===== src/hw/rtl/rpbr_pkg.sv =====
// ----------------------------------------------------------------------------
// rpbr_pkg
// shared types, sizes and codes of the reverse post-order renumber unit
// ----------------------------------------------------------------------------
package rpbr_pkg;

  // graph store size and index widths
  localparam int MAX_BLOCKS = 64;
  localparam int IDX_W      = 6;
  localparam int CNT_W      = IDX_W + 1;

  // configuration register index, taken from paddr[2]
  localparam logic REG_ENTRY_BLOCK = 1'b0;

  typedef logic [IDX_W-1:0] blk_idx_t;
  typedef logic [CNT_W-1:0] blk_cnt_t;

  typedef struct packed {
    logic [1:0] count;
    blk_idx_t   succ0;
    blk_idx_t   succ1;
  } edge_entry_t;

  typedef struct packed {
    blk_idx_t   blk;
    logic [1:0] k;
  } stack_entry_t;

  typedef enum logic [3:0] {
    S_LOAD,
    S_START,
    S_FETCH,
    S_STEP,
    S_RESTORE,
    S_SCAN,
    S_EMIT_ORD,
    S_EMIT_EDGE,
    S_EMIT_REN,
    S_EMIT_OUT
  } rpbr_state_e;

  // controller to datapath
  typedef struct packed {
    logic load;
    logic start;
    logic step;
    logic restore;
    logic scan;
    logic emit_sel;
    logic out_load;
  } rpbr_cmd_t;

  // datapath to controller
  typedef struct packed {
    logic entry_ok;
    logic walk_push;
    logic walk_pop;
    logic depth_one;
    logic idx_last;
    logic out_free;
  } rpbr_status_t;

endpackage


===== src/hw/rtl/rpbr_if.sv =====
// ----------------------------------------------------------------------------
// rpbr_if
// valid/ready channels for block words in and renumbered block words out
// ----------------------------------------------------------------------------
interface rpbr_in_if;
  import rpbr_pkg::*;

  logic       valid;
  logic       ready;
  logic [1:0] successor_count;
  blk_idx_t   first_successor;
  blk_idx_t   second_successor;
  logic       final_block;

  modport source (
    output valid, successor_count, first_successor, second_successor, final_block,
    input  ready
  );
  modport sink (
    input  valid, successor_count, first_successor, second_successor, final_block,
    output ready
  );
endinterface

interface rpbr_out_if;
  import rpbr_pkg::*;

  logic       valid;
  logic       ready;
  blk_idx_t   original_index;
  logic [1:0] out_successor_count;
  blk_idx_t   new_first_successor;
  blk_idx_t   new_second_successor;
  logic       bad_edge;
  logic       last_result;

  modport source (
    output valid, original_index, out_successor_count, new_first_successor,
           new_second_successor, bad_edge, last_result,
    input  ready
  );
  modport sink (
    input  valid, original_index, out_successor_count, new_first_successor,
           new_second_successor, bad_edge, last_result,
    output ready
  );
endinterface


===== src/hw/rtl/rpbr_ctrl.sv =====
// ----------------------------------------------------------------------------
// rpbr_ctrl
// sequencer for load, depth-first walk, unreached scan and emit phases
// ----------------------------------------------------------------------------
module rpbr_ctrl (
  input  logic                  clk_i,
  input  logic                  rst_ni,
  input  logic                  in_valid_i,
  input  logic                  in_final_i,
  output logic                  in_ready_o,
  input  rpbr_pkg::rpbr_status_t status_i,
  output rpbr_pkg::rpbr_cmd_t    cmd_o
);
  import rpbr_pkg::*;

  rpbr_state_e state_q, state_d;

  always_ff @(posedge clk_i or negedge rst_ni) begin
    if (!rst_ni) begin
      state_q <= S_LOAD;
    end else begin
      state_q <= state_d;
    end
  end

  always_comb begin
    state_d    = state_q;
    cmd_o      = '0;
    in_ready_o = 1'b0;
    unique case (state_q)
      S_LOAD: begin
        in_ready_o = 1'b1;
        if (in_valid_i) begin
          cmd_o.load = 1'b1;
          if (in_final_i) state_d = S_START;
        end
      end
      S_START: begin
        cmd_o.start = 1'b1;
        state_d     = status_i.entry_ok ? S_FETCH : S_SCAN;
      end
      S_FETCH: begin
        state_d = S_STEP;
      end
      S_STEP: begin
        cmd_o.step = 1'b1;
        if (status_i.walk_push) begin
          state_d = S_FETCH;
        end else if (status_i.walk_pop) begin
          state_d = status_i.depth_one ? S_SCAN : S_RESTORE;
        end
      end
      S_RESTORE: begin
        cmd_o.restore = 1'b1;
        state_d       = S_FETCH;
      end
      S_SCAN: begin
        cmd_o.scan = 1'b1;
        if (status_i.idx_last) state_d = S_EMIT_ORD;
      end
      S_EMIT_ORD: begin
        cmd_o.emit_sel = 1'b1;
        state_d        = S_EMIT_EDGE;
      end
      S_EMIT_EDGE: begin
        cmd_o.emit_sel = 1'b1;
        state_d        = S_EMIT_REN;
      end
      S_EMIT_REN: begin
        cmd_o.emit_sel = 1'b1;
        state_d        = S_EMIT_OUT;
      end
      S_EMIT_OUT: begin
        cmd_o.emit_sel = 1'b1;
        if (status_i.out_free) begin
          cmd_o.out_load = 1'b1;
          state_d        = status_i.idx_last ? S_LOAD : S_EMIT_ORD;
        end
      end
      default: begin
        state_d = S_LOAD;
      end
    endcase
  end

endmodule


===== src/hw/rtl/rpbr_dp.sv =====
// ----------------------------------------------------------------------------
// rpbr_dp
// graph store, walk stack, order and renumber memories, visited map, result
// ----------------------------------------------------------------------------
module rpbr_dp (
  input  logic                   clk_i,
  input  logic                   rst_ni,
  input  rpbr_pkg::rpbr_cmd_t    cmd_i,
  output rpbr_pkg::rpbr_status_t status_o,
  input  rpbr_pkg::blk_idx_t     entry_block_i,
  input  logic [1:0]             successor_count_i,
  input  rpbr_pkg::blk_idx_t     first_successor_i,
  input  rpbr_pkg::blk_idx_t     second_successor_i,
  output logic                   out_valid_o,
  input  logic                   out_ready_i,
  output rpbr_pkg::blk_idx_t     original_index_o,
  output logic [1:0]             out_successor_count_o,
  output rpbr_pkg::blk_idx_t     new_first_successor_o,
  output rpbr_pkg::blk_idx_t     new_second_successor_o,
  output logic                   bad_edge_o,
  output logic                   last_result_o
);
  import rpbr_pkg::*;

  // memories
  edge_entry_t  edge_mem  [MAX_BLOCKS];
  stack_entry_t stack_mem [MAX_BLOCKS];
  blk_idx_t     order_mem [MAX_BLOCKS];
  blk_idx_t     renum_mem [MAX_BLOCKS];

  edge_entry_t  edge_rd_q;
  stack_entry_t stack_rd_q;
  blk_idx_t     order_rd_q;
  blk_idx_t     ren0_rd_q, ren1_rd_q;

  // control state
  blk_cnt_t              block_total_q;
  logic [MAX_BLOCKS-1:0] visited_q;
  blk_idx_t              top_b_q;
  logic [1:0]            top_k_q;
  blk_cnt_t              depth_q;
  blk_cnt_t              plen_q;
  blk_cnt_t              olen_q;
  blk_cnt_t              idx_q;
  logic                  out_valid_q;

  // result payload
  blk_idx_t   orig_q, nf_q, ns_q;
  logic [1:0] kept_q;
  logic       bad_q, last_q;

  // walk decision
  logic        has_edge, nx_ok, walk_push, walk_pop, entry_ok, idx_last, out_free;
  logic        bt_room;
  blk_idx_t    nx, idx_lo;
  edge_entry_t load_entry;
  logic [1:0]  load_cnt;
  logic [MAX_BLOCKS-1:0] entry_mask;

  assign bt_room  = block_total_q < blk_cnt_t'(MAX_BLOCKS);
  assign has_edge = top_k_q < edge_rd_q.count;
  assign nx       = top_k_q[0] ? edge_rd_q.succ1 : edge_rd_q.succ0;
  assign nx_ok    = ({1'b0, nx} < block_total_q) && !visited_q[nx]
                    && (depth_q < blk_cnt_t'(MAX_BLOCKS));
  assign walk_push = has_edge && nx_ok;
  assign walk_pop  = !has_edge;
  assign entry_ok  = {1'b0, entry_block_i} < block_total_q;
  assign idx_last  = idx_q == (block_total_q - blk_cnt_t'(1));
  assign out_free  = !out_valid_q || out_ready_i;
  assign idx_lo    = idx_q[IDX_W-1:0];
  // visited map at walk start: only the entry block, if it is in the graph
  assign entry_mask = entry_ok ? (MAX_BLOCKS'(1) << entry_block_i) : '0;

  assign status_o.entry_ok  = entry_ok;
  assign status_o.walk_push = walk_push;
  assign status_o.walk_pop  = walk_pop;
  assign status_o.depth_one = depth_q == blk_cnt_t'(1);
  assign status_o.idx_last  = idx_last;
  assign status_o.out_free  = out_free;

  // count of three folds to two
  assign load_cnt         = (successor_count_i == 2'd3) ? 2'd2 : successor_count_i;
  assign load_entry.count = load_cnt;
  assign load_entry.succ0 = first_successor_i;
  assign load_entry.succ1 = second_successor_i;

  // memory addressing
  logic     edge_we, stack_we, order_we, renum_we;
  blk_idx_t edge_raddr, stack_raddr, stack_waddr, order_raddr, order_waddr, order_wdata;
  blk_idx_t renum_waddr, renum_wdata;

  assign edge_we     = cmd_i.load && bt_room;
  assign edge_raddr  = cmd_i.emit_sel ? order_rd_q : top_b_q;
  assign stack_we    = cmd_i.step && walk_push;
  assign stack_waddr = blk_idx_t'(depth_q - blk_cnt_t'(1));
  assign stack_raddr = blk_idx_t'(depth_q - blk_cnt_t'(2));
  // reached blocks sit in post-order at the bottom, read back reversed
  assign order_raddr = (idx_q < plen_q) ? blk_idx_t'(plen_q - blk_cnt_t'(1) - idx_q)
                                        : idx_lo;

  always_comb begin
    order_we    = 1'b0;
    order_waddr = plen_q[IDX_W-1:0];
    order_wdata = top_b_q;
    renum_we    = 1'b0;
    renum_waddr = top_b_q;
    renum_wdata = plen_q[IDX_W-1:0];
    if (cmd_i.step && walk_pop) begin
      order_we = 1'b1;
      renum_we = 1'b1;
    end else if (cmd_i.scan && !visited_q[idx_lo]) begin
      order_we    = 1'b1;
      order_waddr = olen_q[IDX_W-1:0];
      order_wdata = idx_lo;
      renum_we    = 1'b1;
      renum_waddr = idx_lo;
      renum_wdata = olen_q[IDX_W-1:0];
    end
  end

  always_ff @(posedge clk_i) begin
    if (edge_we) edge_mem[block_total_q[IDX_W-1:0]] <= load_entry;
    edge_rd_q <= edge_mem[edge_raddr];
  end

  always_ff @(posedge clk_i) begin
    if (stack_we) stack_mem[stack_waddr] <= '{blk: top_b_q, k: top_k_q + 2'd1};
    stack_rd_q <= stack_mem[stack_raddr];
  end

  always_ff @(posedge clk_i) begin
    if (order_we) order_mem[order_waddr] <= order_wdata;
    order_rd_q <= order_mem[order_raddr];
  end

  always_ff @(posedge clk_i) begin
    if (renum_we) renum_mem[renum_waddr] <= renum_wdata;
    ren0_rd_q <= renum_mem[edge_rd_q.succ0];
    ren1_rd_q <= renum_mem[edge_rd_q.succ1];
  end

  // control registers
  always_ff @(posedge clk_i or negedge rst_ni) begin
    if (!rst_ni) begin
      block_total_q <= '0;
      visited_q     <= '0;
      top_b_q       <= '0;
      top_k_q       <= '0;
      depth_q       <= '0;
      plen_q        <= '0;
      olen_q        <= '0;
      idx_q         <= '0;
      out_valid_q   <= 1'b0;
    end else begin
      if (edge_we) block_total_q <= block_total_q + blk_cnt_t'(1);
      if (cmd_i.out_load && idx_last) block_total_q <= '0;

      if (cmd_i.start) begin
        visited_q <= entry_mask;
        top_b_q   <= entry_block_i;
        top_k_q   <= 2'd0;
        depth_q   <= entry_ok ? blk_cnt_t'(1) : blk_cnt_t'(0);
        plen_q    <= '0;
        olen_q    <= '0;
        idx_q     <= '0;
      end

      if (cmd_i.step) begin
        if (walk_push) begin
          visited_q[nx] <= 1'b1;
          top_b_q       <= nx;
          top_k_q       <= 2'd0;
          depth_q       <= depth_q + blk_cnt_t'(1);
        end else if (has_edge) begin
          top_k_q <= top_k_q + 2'd1;
        end else begin
          plen_q  <= plen_q + blk_cnt_t'(1);
          olen_q  <= olen_q + blk_cnt_t'(1);
          depth_q <= depth_q - blk_cnt_t'(1);
        end
      end

      if (cmd_i.restore) begin
        top_b_q <= stack_rd_q.blk;
        top_k_q <= stack_rd_q.k;
      end

      if (cmd_i.scan) begin
        if (!visited_q[idx_lo]) olen_q <= olen_q + blk_cnt_t'(1);
        idx_q <= idx_last ? blk_cnt_t'(0) : idx_q + blk_cnt_t'(1);
      end

      if (cmd_i.out_load) idx_q <= idx_q + blk_cnt_t'(1);

      if (cmd_i.out_load) begin
        out_valid_q <= 1'b1;
      end else if (out_ready_i) begin
        out_valid_q <= 1'b0;
      end
    end
  end

  // result assembly: drop out-of-range edges, keep order of the rest
  logic       use0, use1, in0, in1, keep0, keep1;
  blk_idx_t   r0, r1;

  assign use0  = edge_rd_q.count != 2'd0;
  assign use1  = edge_rd_q.count == 2'd2;
  assign in0   = {1'b0, edge_rd_q.succ0} < block_total_q;
  assign in1   = {1'b0, edge_rd_q.succ1} < block_total_q;
  assign keep0 = use0 && in0;
  assign keep1 = use1 && in1;
  // reached blocks hold their post-order slot, flip it to the reversed one
  assign r0 = visited_q[edge_rd_q.succ0]
              ? blk_idx_t'(plen_q - blk_cnt_t'(1) - {1'b0, ren0_rd_q}) : ren0_rd_q;
  assign r1 = visited_q[edge_rd_q.succ1]
              ? blk_idx_t'(plen_q - blk_cnt_t'(1) - {1'b0, ren1_rd_q}) : ren1_rd_q;

  always_ff @(posedge clk_i) begin
    if (cmd_i.out_load) begin
      orig_q <= order_rd_q;
      kept_q <= {1'b0, keep0} + {1'b0, keep1};
      nf_q   <= keep0 ? r0 : (keep1 ? r1 : '0);
      ns_q   <= (keep0 && keep1) ? r1 : '0;
      bad_q  <= (use0 && !in0) || (use1 && !in1);
      last_q <= idx_last;
    end
  end

  assign out_valid_o            = out_valid_q;
  assign original_index_o       = orig_q;
  assign out_successor_count_o  = kept_q;
  assign new_first_successor_o  = nf_q;
  assign new_second_successor_o = ns_q;
  assign bad_edge_o             = bad_q;
  assign last_result_o          = last_q;

  // checks
  a_depth_bound: assert property (@(posedge clk_i) disable iff (!rst_ni)
    depth_q <= blk_cnt_t'(MAX_BLOCKS))
    else $error("walk stack depth beyond store size");

  a_push_marks: assert property (@(posedge clk_i) disable iff (!rst_ni)
    cmd_i.step && walk_push |=> visited_q[top_b_q] && top_k_q == 2'd0)
    else $error("pushed block not marked visited or edge cursor not cleared");

  a_load_free: assert property (@(posedge clk_i) disable iff (!rst_ni)
    cmd_i.out_load |-> out_free)
    else $error("result register overwritten while full");

  a_graph_cleared: assert property (@(posedge clk_i) disable iff (!rst_ni)
    cmd_i.out_load && idx_last |=> block_total_q == '0 && out_valid_q)
    else $error("graph store not emptied after last result");

endmodule


===== src/hw/rtl/reverse_postorder_block_renumber_unit.sv =====
// ----------------------------------------------------------------------------
// reverse_postorder_block_renumber_unit
// renumbers a control-flow graph of up to 64 blocks in reverse post-order
//
// Blocks arrive one word each and are numbered in arrival order. The word
// marked final_block starts a depth-first walk from entry_block, then the
// results stream out, one word per block in new order, with the old index
// and renumbered successors; blocks the walk never reached follow in
// ascending old index, and edges to blocks that were never loaded are dropped
// and flagged in bad_edge. After the final word the unit is busy with walk,
// scan and emit: the walk spends a fetch on entering a block and another
// after each return to it, one step per edge, a pop per reached block and a
// stack restore per return (each fetch a registered memory read), the
// unreached scan visits every loaded block in ascending order, and each
// result passes through the order, edge and renumber memories in turn. No
// block word is taken during walk and emit; the last result may still wait
// in its output register while the next graph loads. entry_block sits at
// byte address 0 of the configuration port and should be written only while
// the unit is idle.
// ----------------------------------------------------------------------------
module reverse_postorder_block_renumber_unit (
  input  logic        clk_i,
  input  logic        rst_ni,
  rpbr_in_if.sink     in_i,
  rpbr_out_if.source  out_o,
  input  logic        psel,
  input  logic        penable,
  input  logic        pwrite,
  input  logic [2:0]  paddr,
  input  logic [31:0] pwdata,
  output logic [31:0] prdata,
  output logic        pready
);
  import rpbr_pkg::*;

  // configuration register
  blk_idx_t entry_block_q;
  logic     cfg_wr;

  // writes land in the access phase, no wait states
  assign pready = 1'b1;
  assign cfg_wr = psel && penable && pwrite && (paddr[2] == REG_ENTRY_BLOCK);

  always_ff @(posedge clk_i or negedge rst_ni) begin
    if (!rst_ni) begin
      entry_block_q <= '0;
    end else if (cfg_wr) begin
      entry_block_q <= pwdata[IDX_W-1:0];
    end
  end

  // addresses past the register list read as zero
  assign prdata = (paddr[2] == REG_ENTRY_BLOCK) ? {{(32-IDX_W){1'b0}}, entry_block_q}
                                                : 32'd0;

  // controller and datapath
  rpbr_cmd_t    cmd;
  rpbr_status_t status;

  rpbr_ctrl u_ctrl (
    .clk_i      (clk_i),
    .rst_ni     (rst_ni),
    .in_valid_i (in_i.valid),
    .in_final_i (in_i.final_block),
    .in_ready_o (in_i.ready),
    .status_i   (status),
    .cmd_o      (cmd)
  );

  rpbr_dp u_dp (
    .clk_i                  (clk_i),
    .rst_ni                 (rst_ni),
    .cmd_i                  (cmd),
    .status_o               (status),
    .entry_block_i          (entry_block_q),
    .successor_count_i      (in_i.successor_count),
    .first_successor_i      (in_i.first_successor),
    .second_successor_i     (in_i.second_successor),
    .out_valid_o            (out_o.valid),
    .out_ready_i            (out_o.ready),
    .original_index_o       (out_o.original_index),
    .out_successor_count_o  (out_o.out_successor_count),
    .new_first_successor_o  (out_o.new_first_successor),
    .new_second_successor_o (out_o.new_second_successor),
    .bad_edge_o             (out_o.bad_edge),
    .last_result_o          (out_o.last_result)
  );

endmodule

===== src/flat_wrapper.sv =====
// flat-port wrapper written by rule: the top's interface ports become plain ports
module reverse_postorder_block_renumber_unit_flat import rpbr_pkg::*;
  (clk_i, rst_ni, psel, penable, pwrite, paddr, pwdata, prdata, pready, in_i_valid, in_i_successor_count, in_i_first_successor, in_i_second_successor, in_i_final_block, in_i_ready, out_o_valid, out_o_original_index, out_o_out_successor_count, out_o_new_first_successor, out_o_new_second_successor, out_o_bad_edge, out_o_last_result, out_o_ready);
  rpbr_in_if in_i_i ();
  rpbr_out_if out_o_i ();
  input  logic clk_i;
  input  logic rst_ni;
  input  logic psel;
  input  logic penable;
  input  logic pwrite;
  input  logic [2:0] paddr;
  input  logic [31:0] pwdata;
  output logic [31:0] prdata;
  output logic pready;
  input wire logic [$bits(in_i_i.valid)-1:0] in_i_valid;
  input wire logic [$bits(in_i_i.successor_count)-1:0] in_i_successor_count;
  input wire logic [$bits(in_i_i.first_successor)-1:0] in_i_first_successor;
  input wire logic [$bits(in_i_i.second_successor)-1:0] in_i_second_successor;
  input wire logic [$bits(in_i_i.final_block)-1:0] in_i_final_block;
  output wire logic [$bits(in_i_i.ready)-1:0] in_i_ready;
  output wire logic [$bits(out_o_i.valid)-1:0] out_o_valid;
  output wire logic [$bits(out_o_i.original_index)-1:0] out_o_original_index;
  output wire logic [$bits(out_o_i.out_successor_count)-1:0] out_o_out_successor_count;
  output wire logic [$bits(out_o_i.new_first_successor)-1:0] out_o_new_first_successor;
  output wire logic [$bits(out_o_i.new_second_successor)-1:0] out_o_new_second_successor;
  output wire logic [$bits(out_o_i.bad_edge)-1:0] out_o_bad_edge;
  output wire logic [$bits(out_o_i.last_result)-1:0] out_o_last_result;
  input wire logic [$bits(out_o_i.ready)-1:0] out_o_ready;
  assign in_i_i.valid = in_i_valid;
  assign in_i_i.successor_count = in_i_successor_count;
  assign in_i_i.first_successor = in_i_first_successor;
  assign in_i_i.second_successor = in_i_second_successor;
  assign in_i_i.final_block = in_i_final_block;
  assign in_i_ready = in_i_i.ready;
  assign out_o_valid = out_o_i.valid;
  assign out_o_original_index = out_o_i.original_index;
  assign out_o_out_successor_count = out_o_i.out_successor_count;
  assign out_o_new_first_successor = out_o_i.new_first_successor;
  assign out_o_new_second_successor = out_o_i.new_second_successor;
  assign out_o_bad_edge = out_o_i.bad_edge;
  assign out_o_last_result = out_o_i.last_result;
  assign out_o_i.ready = out_o_ready;
  reverse_postorder_block_renumber_unit u_core (.clk_i(clk_i), .rst_ni(rst_ni), .in_i(in_i_i), .out_o(out_o_i), .psel(psel), .penable(penable), .pwrite(pwrite), .paddr(paddr), .pwdata(pwdata), .prdata(prdata), .pready(pready));
endmodule

===== config.mk =====
export PLATFORM = sky130hd
export DESIGN_NAME = reverse_postorder_block_renumber_unit_flat
export DESIGN_NICKNAME = d
export VERILOG_FILES = /design/src/hw/rtl/rpbr_pkg.sv /design/src/hw/rtl/rpbr_if.sv /design/src/hw/rtl/rpbr_ctrl.sv /design/src/hw/rtl/rpbr_dp.sv /design/src/hw/rtl/reverse_postorder_block_renumber_unit.sv /design/src/flat_wrapper.sv
export SDC_FILE = /design/constraint.sdc
export NUM_CORES = 2
export LEC_CHECK = 0
export BUFFER_PORTS_ARGS = -buffer_cell sky130_fd_sc_hd__buf_4
export CELL_PAD_IN_SITES_DETAIL_PLACEMENT = 0
export CELL_PAD_IN_SITES_GLOBAL_PLACEMENT = 1
export CORE_ASPECT_RATIO = 0.75
export CORE_UTILIZATION = 54
export DETAILED_ROUTE_END_ITERATION = 12
export GPL_ROUTABILITY_DRIVEN = 0
export GPL_TIMING_DRIVEN = 0
export PLACE_DENSITY = 0.77
export REMOVE_ABC_BUFFERS = 1
export SYNTH_ARGS = -nofsm -noshare
export SYNTH_HDL_FRONTEND = slang
export SYNTH_SLANG_ARGS = --single-unit

===== constraint.sdc =====
create_clock -name clk_i -period 6.5 [get_ports clk_i]
set_clock_uncertainty 0.05 [all_clocks]
set_input_delay 0.65 -clock clk_i [delete_from_list [all_inputs] [get_ports clk_i]]
set_output_delay 0.65 -clock clk_i [all_outputs]
set_load 0.01 [all_outputs]

**Yosys cells after proc, flatten, opt, wreduce, memory -nomap -nowiden**

Memories as Yosys holds them, arrays and structs flattened. A register that Yosys moved wholly into a read port is not among the register bits.
Cells that the tools add are included.
W data, S select, Z words.

- Latch bits: 0
- Input port bits: 57
- Output and inout bits: 57
- Flip-flop bits (word level): 140
- RAM bits: 2,176
- Memory bits (read-only): 0
- Logic and storage cells: 188
- Memories: 4

Memories:

| name | depth | width | rd ports | clocked after Yosys merged registers in | write ports | RTL line | RTL |
|---|---|---|---|---|---|---|---|
| u_core.u_dp.edge_mem | 64 | 14 | 1 | 1 | 1 | rpbr_dp.sv:26 | `edge_entry_t edge_mem [MAX_BLOCKS];` |
| u_core.u_dp.stack_mem | 64 | 8 | 1 | 1 | 1 | rpbr_dp.sv:27 | `stack_entry_t stack_mem [MAX_BLOCKS];` |
| u_core.u_dp.order_mem | 64 | 6 | 1 | 1 | 1 | rpbr_dp.sv:28 | `blk_idx_t order_mem [MAX_BLOCKS];` |
| u_core.u_dp.renum_mem | 64 | 6 | 2 | 2 | 1 | rpbr_dp.sv:29 | `blk_idx_t renum_mem [MAX_BLOCKS];` |

- Shift operators: 1
- Muxes and demuxes: 87
- Bitwise operators: 2
- Reductions and logical operators: 32
- Order comparisons: 13
- Add/sub/neg operators: 14
- Equality and inequality tests: 18
- Divide/modulo/power cells: 0
- Multiply operators: 0

Operators by type and width:

| kind | number |
|---|---|
| $mux W64 | 4 |
| $mux W7 | 20 |
| $mux W6 | 16 |
| $or A64 B64 Y64 | 1 |
| $shl A1 B6 Y64 const A | 1 |
| $pmux W4 S10 | 1 |
| $add A7 B1 Y7 const B | 5 |
| $lt A6 B7 Y1 | 4 |
| $lt A6 B7 Y1 const B | 4 |
| $mux W1 | 27 |
| $bmux W1 S6 | 4 |
| $mux W4 | 6 |
| $sub A6 B6 Y6 | 3 |
| $logic_and A1 B1 Y1 | 17 |
| $eq A4 B3 Y1 const B | 4 |
| $lt A7 B7 Y1 const B | 2 |
| $sub A7 B1 Y7 const B | 2 |
| $mux W2 | 6 |
| $eq A4 B2 Y1 const B | 2 |
| $eq A4 B4 Y1 const B | 2 |
| $ne A2 B2 Y1 const B | 4 |
| $eq A7 B1 Y1 const B | 1 |
| $eq A7 B7 Y1 | 1 |
| $lt A7 B7 Y1 | 1 |
| 19 further kinds | 29 |

**Longest topological paths before layout**

- Depth after elaboration: 11
- Gate-level depth with buffers: 17
- Gate-level depth less buffers: 14

**Hierarchy**

A second synthesis with hierarchy kept.

- Cells, all modules: 5,591
- Area total of the unflattened synthesis: 100,178.6 um^2

Modules (own cells, without submodules):

| module | times used | seq. area each (um^2) | area each (um^2) | cells each |
|---|---|---|---|---|
| rpbr_dp | 1 | 69,481.6 | 99,207.6 | 5,491 |
| reverse_postorder_block_renumber_unit | 1 | 150.1 | 504.2 | 48 |
| rpbr_ctrl | 1 | 100.1 | 466.7 | 52 |

**Least setup slack after synthesis**

OpenSTA, ideal clock, no wires.

- Path kind: register to register
- Start: register u_core.u_dp.idx_q[1]
- End: memory u_core.u_dp.renum_mem[0][1] (netlist name) (data pin)
- Arrival time: 4,630 ps
- Setup slack: 1,119 ps
- Required time: 5,748 ps
- Buffers on the path: 5
- Cell stages (with the launch flop): 11
- Clock period less this slack: 5,381 ps
- Setup time: 702 ps
- Cell sequence: dfrtp_1 -> clkbuf_1 -> buf_2 -> mux4_2 -> mux4_2 -> mux4_2 -> nor3_4 -> buf_6 -> buf_4 -> buf_2 -> o21ai_0

- Word-level cells in the longest chain between the ends: 6

RTL lines:

| item | RTL line | RTL |
|---|---|---|
| start: declaration | rpbr_dp.sv:44 | `blk_cnt_t idx_q;` |
| start signal: assignment | rpbr_dp.sv:190 | `idx_q <= idx_last ? blk_cnt_t'(0) : idx_q + blk_cnt_t'(1);` |
| start signal: assignment | rpbr_dp.sv:193 | `if (cmd_i.out_load) idx_q <= idx_q + blk_cnt_t'(1);` |
| $bmux W1 S6 | rpbr_dp.sv:111 | `end else if (cmd_i.scan && !visited_q[idx_lo]) begin` |
| $mux W1 (implied by the code) | rpbr_dp.sv:111 |  |
| $logic_not A1 Y1 | n/a |  |
| $logic_and A1 B1 Y1 | rpbr_dp.sv:111 |  |
| $mux W6 (2 in series) | n/a |  |
| via u_core.u_dp.order_waddr[1] | rpbr_dp.sv:89 | `blk_idx_t edge_raddr, stack_raddr, stack_waddr, order_raddr, order_waddr, order_wdata;` |
| end: declaration | rpbr_dp.sv:29 |  |

The timed path passes the listed nets, and every way through them passes these cells. The select of a mux whose other input is x is not followed.

**Final worst setup path**

- Start: register u_core.u_dp.edge_rd_q[7] (netlist name)
- End: memory u_core.u_dp.stack_mem[48][4] (netlist name), enable pin

- Word-level cells in the longest chain between the ends: 10
- Elaborated cells on any way between the ends: 11
- Those cells by class: order compare: 1; mux: 5; reduce/logical: 5

RTL lines:

| item | RTL line | RTL |
|---|---|---|
| $mux W6 * | rpbr_dp.sv:62 | `assign nx = top_k_q[0] ? edge_rd_q.succ1 : edge_rd_q.succ0;` |
| $bmux W1 S6 | rpbr_dp.sv:63 | `assign nx_ok = ({1'b0, nx} < block_total_q) && !visited_q[nx]` |
| $mux W1 (implied by the code) | rpbr_dp.sv:63 |  |
| $logic_not A1 Y1 | rpbr_dp.sv:63 |  |
| $logic_and A1 B1 Y1 * | rpbr_dp.sv:63 |  |
| $logic_and A1 B1 Y1 * | rpbr_dp.sv:64 | `&& (depth_q < blk_cnt_t'(MAX_BLOCKS));` |
| $logic_and A1 B1 Y1 * | rpbr_dp.sv:65 | `assign walk_push = has_edge && nx_ok;` |
| $logic_and A1 B1 Y1 * | rpbr_dp.sv:94 | `assign stack_we = cmd_i.step && walk_push;` |
| $mux W1 * | rpbr_dp.sv:127 | `if (stack_we) stack_mem[stack_waddr] <= '{blk: top_b_q, k: top_k_q + 2'd1};` |
| $mux W1 (implied by the code) * | rpbr_dp.sv:127 |  |
| end: declaration | rpbr_dp.sv:27 |  |

Mark *: on every way between the ends. The rest lies on a longest branch, timed or not. The select of a mux whose other input is x is not followed.

==> impl_metrics.tcl <==
set metrics [dict create \
    placed_area_mm2 0.106 \
    min_to "u_core.u_dp.out_valid_o" \
    r2r-end "u_core.u_dp.stack_mem[48][4]" \
    area.sequential_mm2 0.0698 \
    wirelength_mm 265 \
    timing.hold.worst.start "out_o_ready" \
    yosys_register_bits 2355 \
    worstMarginPinSlew_ns 1.44 \
    cts_tree "yes" \
    initial_core_util_pct 54.7 \
    h-tree-depth 4 \
    critical_path.max_fanout 51 \
    floorplan.io_pins 114 \
    die-area_mm2 0.189 \
    signed_area_change_from_the_synthesized_netlist_to_the_final_layout_pct 12.0 \
    type_of_the_worst_min_delay_path "input pin to register" \
    yosys.area.top_type_share_pct 65.4 \
    detail_route.iter0.violations 8252 \
    post_cts.repair.setup_buffers 0 \
    final_routed_drc_violation_total 0 \
    multi_input_comb_area_mm2 0.0296 \
    port_buffers 58 \
    syn_inst 6751 \
    synth.distinct_cells 88 \
    timing.critical_path.required_ns 6.92 \
    fp-row-count 136 \
    peak_supply_drop_mv 0.620 \
    synth.cells.most_frequent "sky130_fd_sc_hd__edfxtp_1, sky130_fd_sc_hd__nand2_1, sky130_fd_sc_hd__mux4_2, sky130_fd_sc_hd__nor2_1, sky130_fd_sc_hd__nand3_1" \
    startpoint_type "register" \
    clk_root_buffer_cell "sky130_fd_sc_hd__clkbuf_16" \
    yosysMostFrequentCell "sky130_fd_sc_hd__edfxtp_1" \
    critical_path_arrival_ns 6.84 \
    syn_area_mm2 0.101 \
    post-synth-top-area-cell "sky130_fd_sc_hd__edfxtp_1" \
    drv_cap 0 \
    final_nets 6855 \
    yosys-top-cells-area "sky130_fd_sc_hd__edfxtp_1, sky130_fd_sc_hd__mux4_2, sky130_fd_sc_hd__nand2_1" \
    final.period_utilization_pct 98.8 \
    synth-edff-count 2198 \
    fin_crit_ns 6.42 \
    globalRouteOverflowTotal 0 \
    worst_hold_path.num_cells 3 \
    grt_pass1_wl_mm 391 \
    status "finished clean" \
    asyncSetResetFlopFracSynth_pct 4.97 \
    final_hold_viols 0 \
    fin_worst_hold_slack_ns 0.190 \
    drt-wirelength-per-cell_um 28.2 \
    clock_latency_ns 0.85 \
    largest_net_degree_at_the_start_of_global_routing 80 \
    clock_net_sink_count 2355 \
    number_of_global_route_vias_before_repair 58100 \
    rrSetupSlack_ns 0.08 \
    cts_buffers 218 \
    synth_top_flop_cell "sky130_fd_sc_hd__edfxtp_1" \
    yosys_warnings 0 \
    grt_antenna_before_repair 6 \
    detail-route-antenna-nets 0 \
    drv_slew 0 \
    post_drt_via_cell_ratio 6.49 \
    fp.dieW_um 501 \
    kind_of_end_point_of_the_critical_path "register" \
    critical_path_class "register to register" \
    final_cell_area_mm2 0.113 \
    pwr_density_cell_mw_per_mm2 515 \
    timing.final.setup_violations 0 \
    syn-mean-instance-area_um2 14.9 \
    chipHeight_um 376 \
    rsz0062_at_grt "yes" \
    setup_slack_ns 0.0798 \
    power_leakage_uw 0.0370 \
    fmax_ghz 0.156 \
    number_of_search_and_repair_iterations_in_the_first_detailed_routing_pass 9 \
    drive_gt1_share_pct 17.3 \
    hpwl_after_detailed_placement_mm 164 \
    filler_cell_count 13500 \
    cts_buffer_depth 3 \
    minimum_setup_slack_after_placement_ns -0.0158 \
    timing.max_slew.rel_slack_pct 3.41 \
    ff2ff_path_depth 11 \
    grt_use_total_pct 28.1 \
    reg2reg_from "u_core.u_dp.edge_rd_q[7]" \
    seq_area_frac_synth_pct 69.1 \
    core_area_mm2 0.184 \
    vias 61000 \
    cts.clk_slew.worst_paths_ns 0.06 \
]
## per-layer routing
metal	vias up	global-route usage [%]	routed length, um
met1	31300	43.1	114000
met4	4	7.28	6550
met3	422	5.98	26700
met2	3153	40.9	118000
met5	-	0	92
li1	26200	-	-
## power breakdown
| part | total (uW) | internal [uW] | switching, uW | leakage [uW] |
|---|---|---|---|---|
| Clock | 12500 | 6830 | 5630 | 0.00334 |
| Sequential | 19700 | 18100 | 1530 | 0.0217 |
| Combinational | 26100 | 9480 | 16600 | 0.0120 |
## state kept, by name, summed over array words and instances, names as in the netlist, 7 cells and up
register and count:
u_core.u_dp.idx_q 7, u_core.u_dp.visited_q 64, u_core.u_dp.edge_mem 896, u_core.u_dp.edge_rd_q 14, u_core.u_dp.block_total_q 7, u_core.u_dp.renum_mem 384
u_core.u_dp.depth_q 7, u_core.u_dp.stack_mem 512, u_core.u_dp.plen_q 7, u_core.u_dp.stack_rd_q 8, u_core.u_dp.order_mem 384
## metrics by stage
stage	std cells	utilization [%]	total power, uW	setup TNS, ns
floorplan	6299	-	34700	-1506.96
global placement	8841	55.6	41100	-6342.11
detailed placement	8992	57.5	45700	-0.123
CTS	9402	61.2	58100	-0.605
global route	9406	61.3	60600	-0.00648
finish	9408	61.3	58300	0
## worst max path at each step
stage,slack (ns),from,to,cells after the start
after floorplan,-11.89,u_core.u_dp.top_b_q[0],u_core.u_dp.edge_rd_q[0],8
after global placement,-29.96,u_core.u_dp.top_b_q[1],u_core.u_dp.edge_rd_q[2],8
after detailed placement,-0.02,u_core.u_dp.top_k_q[0],u_core.u_dp.stack_mem[21][0],11
after CTS,-0.04,u_core.u_dp.top_k_q[0],u_core.u_dp.stack_mem[48][4],10
after global routing,-0.003,u_core.u_dp.edge_rd_q[7],u_core.u_dp.stack_mem[48][4],11
final,0.08,u_core.u_dp.edge_rd_q[7],u_core.u_dp.stack_mem[48][4],11
## critical path: stages (launching register included)
cell	delay, ns
sky130_fd_sc_hd__dfxtp_4	0.60
sky130_fd_sc_hd__buf_16	0.35
sky130_fd_sc_hd__mux2i_4	0.20
sky130_fd_sc_hd__inv_1	0.66
sky130_fd_sc_hd__mux2_2	0.42
sky130_fd_sc_hd__a221oi_1	0.34
sky130_fd_sc_hd__o221ai_1	0.19
sky130_fd_sc_hd__and3_1	0.24
sky130_fd_sc_hd__nor4_4	0.41
sky130_fd_sc_hd__and3_1	0.81
sky130_fd_sc_hd__nand4_1	0.80
sky130_fd_sc_hd__nor2_1	0.92
## timing repair
action / CTS / global route
hold buffers: 7 / 0
endpoints found under the setup margin: 32 / 363
endpoints found under the hold margin: 66 / 0
resized for setup: 1 / 9
## layout by cell type, fill, tap and decap left out, types with 68 or more instances in the layout
cell type	count
sky130_fd_sc_hd__edfxtp_1	2198
sky130_fd_sc_hd__nand2_1	1272
sky130_fd_sc_hd__mux4_2	479
sky130_fd_sc_hd__nand3_1	376
sky130_fd_sc_hd__nor2_1	356
sky130_fd_sc_hd__clkbuf_16	221
sky130_fd_sc_hd__a311oi_1	142
sky130_fd_sc_hd__o21ai_0	116
sky130_fd_sc_hd__and3_1	114
sky130_fd_sc_hd__dfrtp_1	105
sky130_fd_sc_hd__a21oi_1	91
sky130_fd_sc_hd__a31oi_1	85
sky130_fd_sc_hd__buf_4	69
sky130_fd_sc_hd__a22oi_1	68
## layout make-up
type                            instances  share of cell area (%)
Antenna cell                            2                 0.00443
Clock buffer                          279                    5.14
Clock inverter                        124                   0.929
Inverter                               56                   0.186
Multi-Input combinational cell       3888                    26.2
Sequential cell                      2355                    61.7
Tap cell                             2484                    2.75
Timing Repair Buffer                  220                    3.06
## cell families after synthesis
family                     Yosys count  synth area share [%]
other                                2               0.00744
buffers and inverters              533                  2.16
xor gates and xnor gates            54                 0.469
DFF                               2355                  69.1
and+or+nand+nor                   2396                  10.3
adders and majority gates           59                 0.754
muxes                              560                  11.6
AOI/OAI and AO/OA                  792                  5.68
Note: power is estimated with default switching activity, not from simulation.
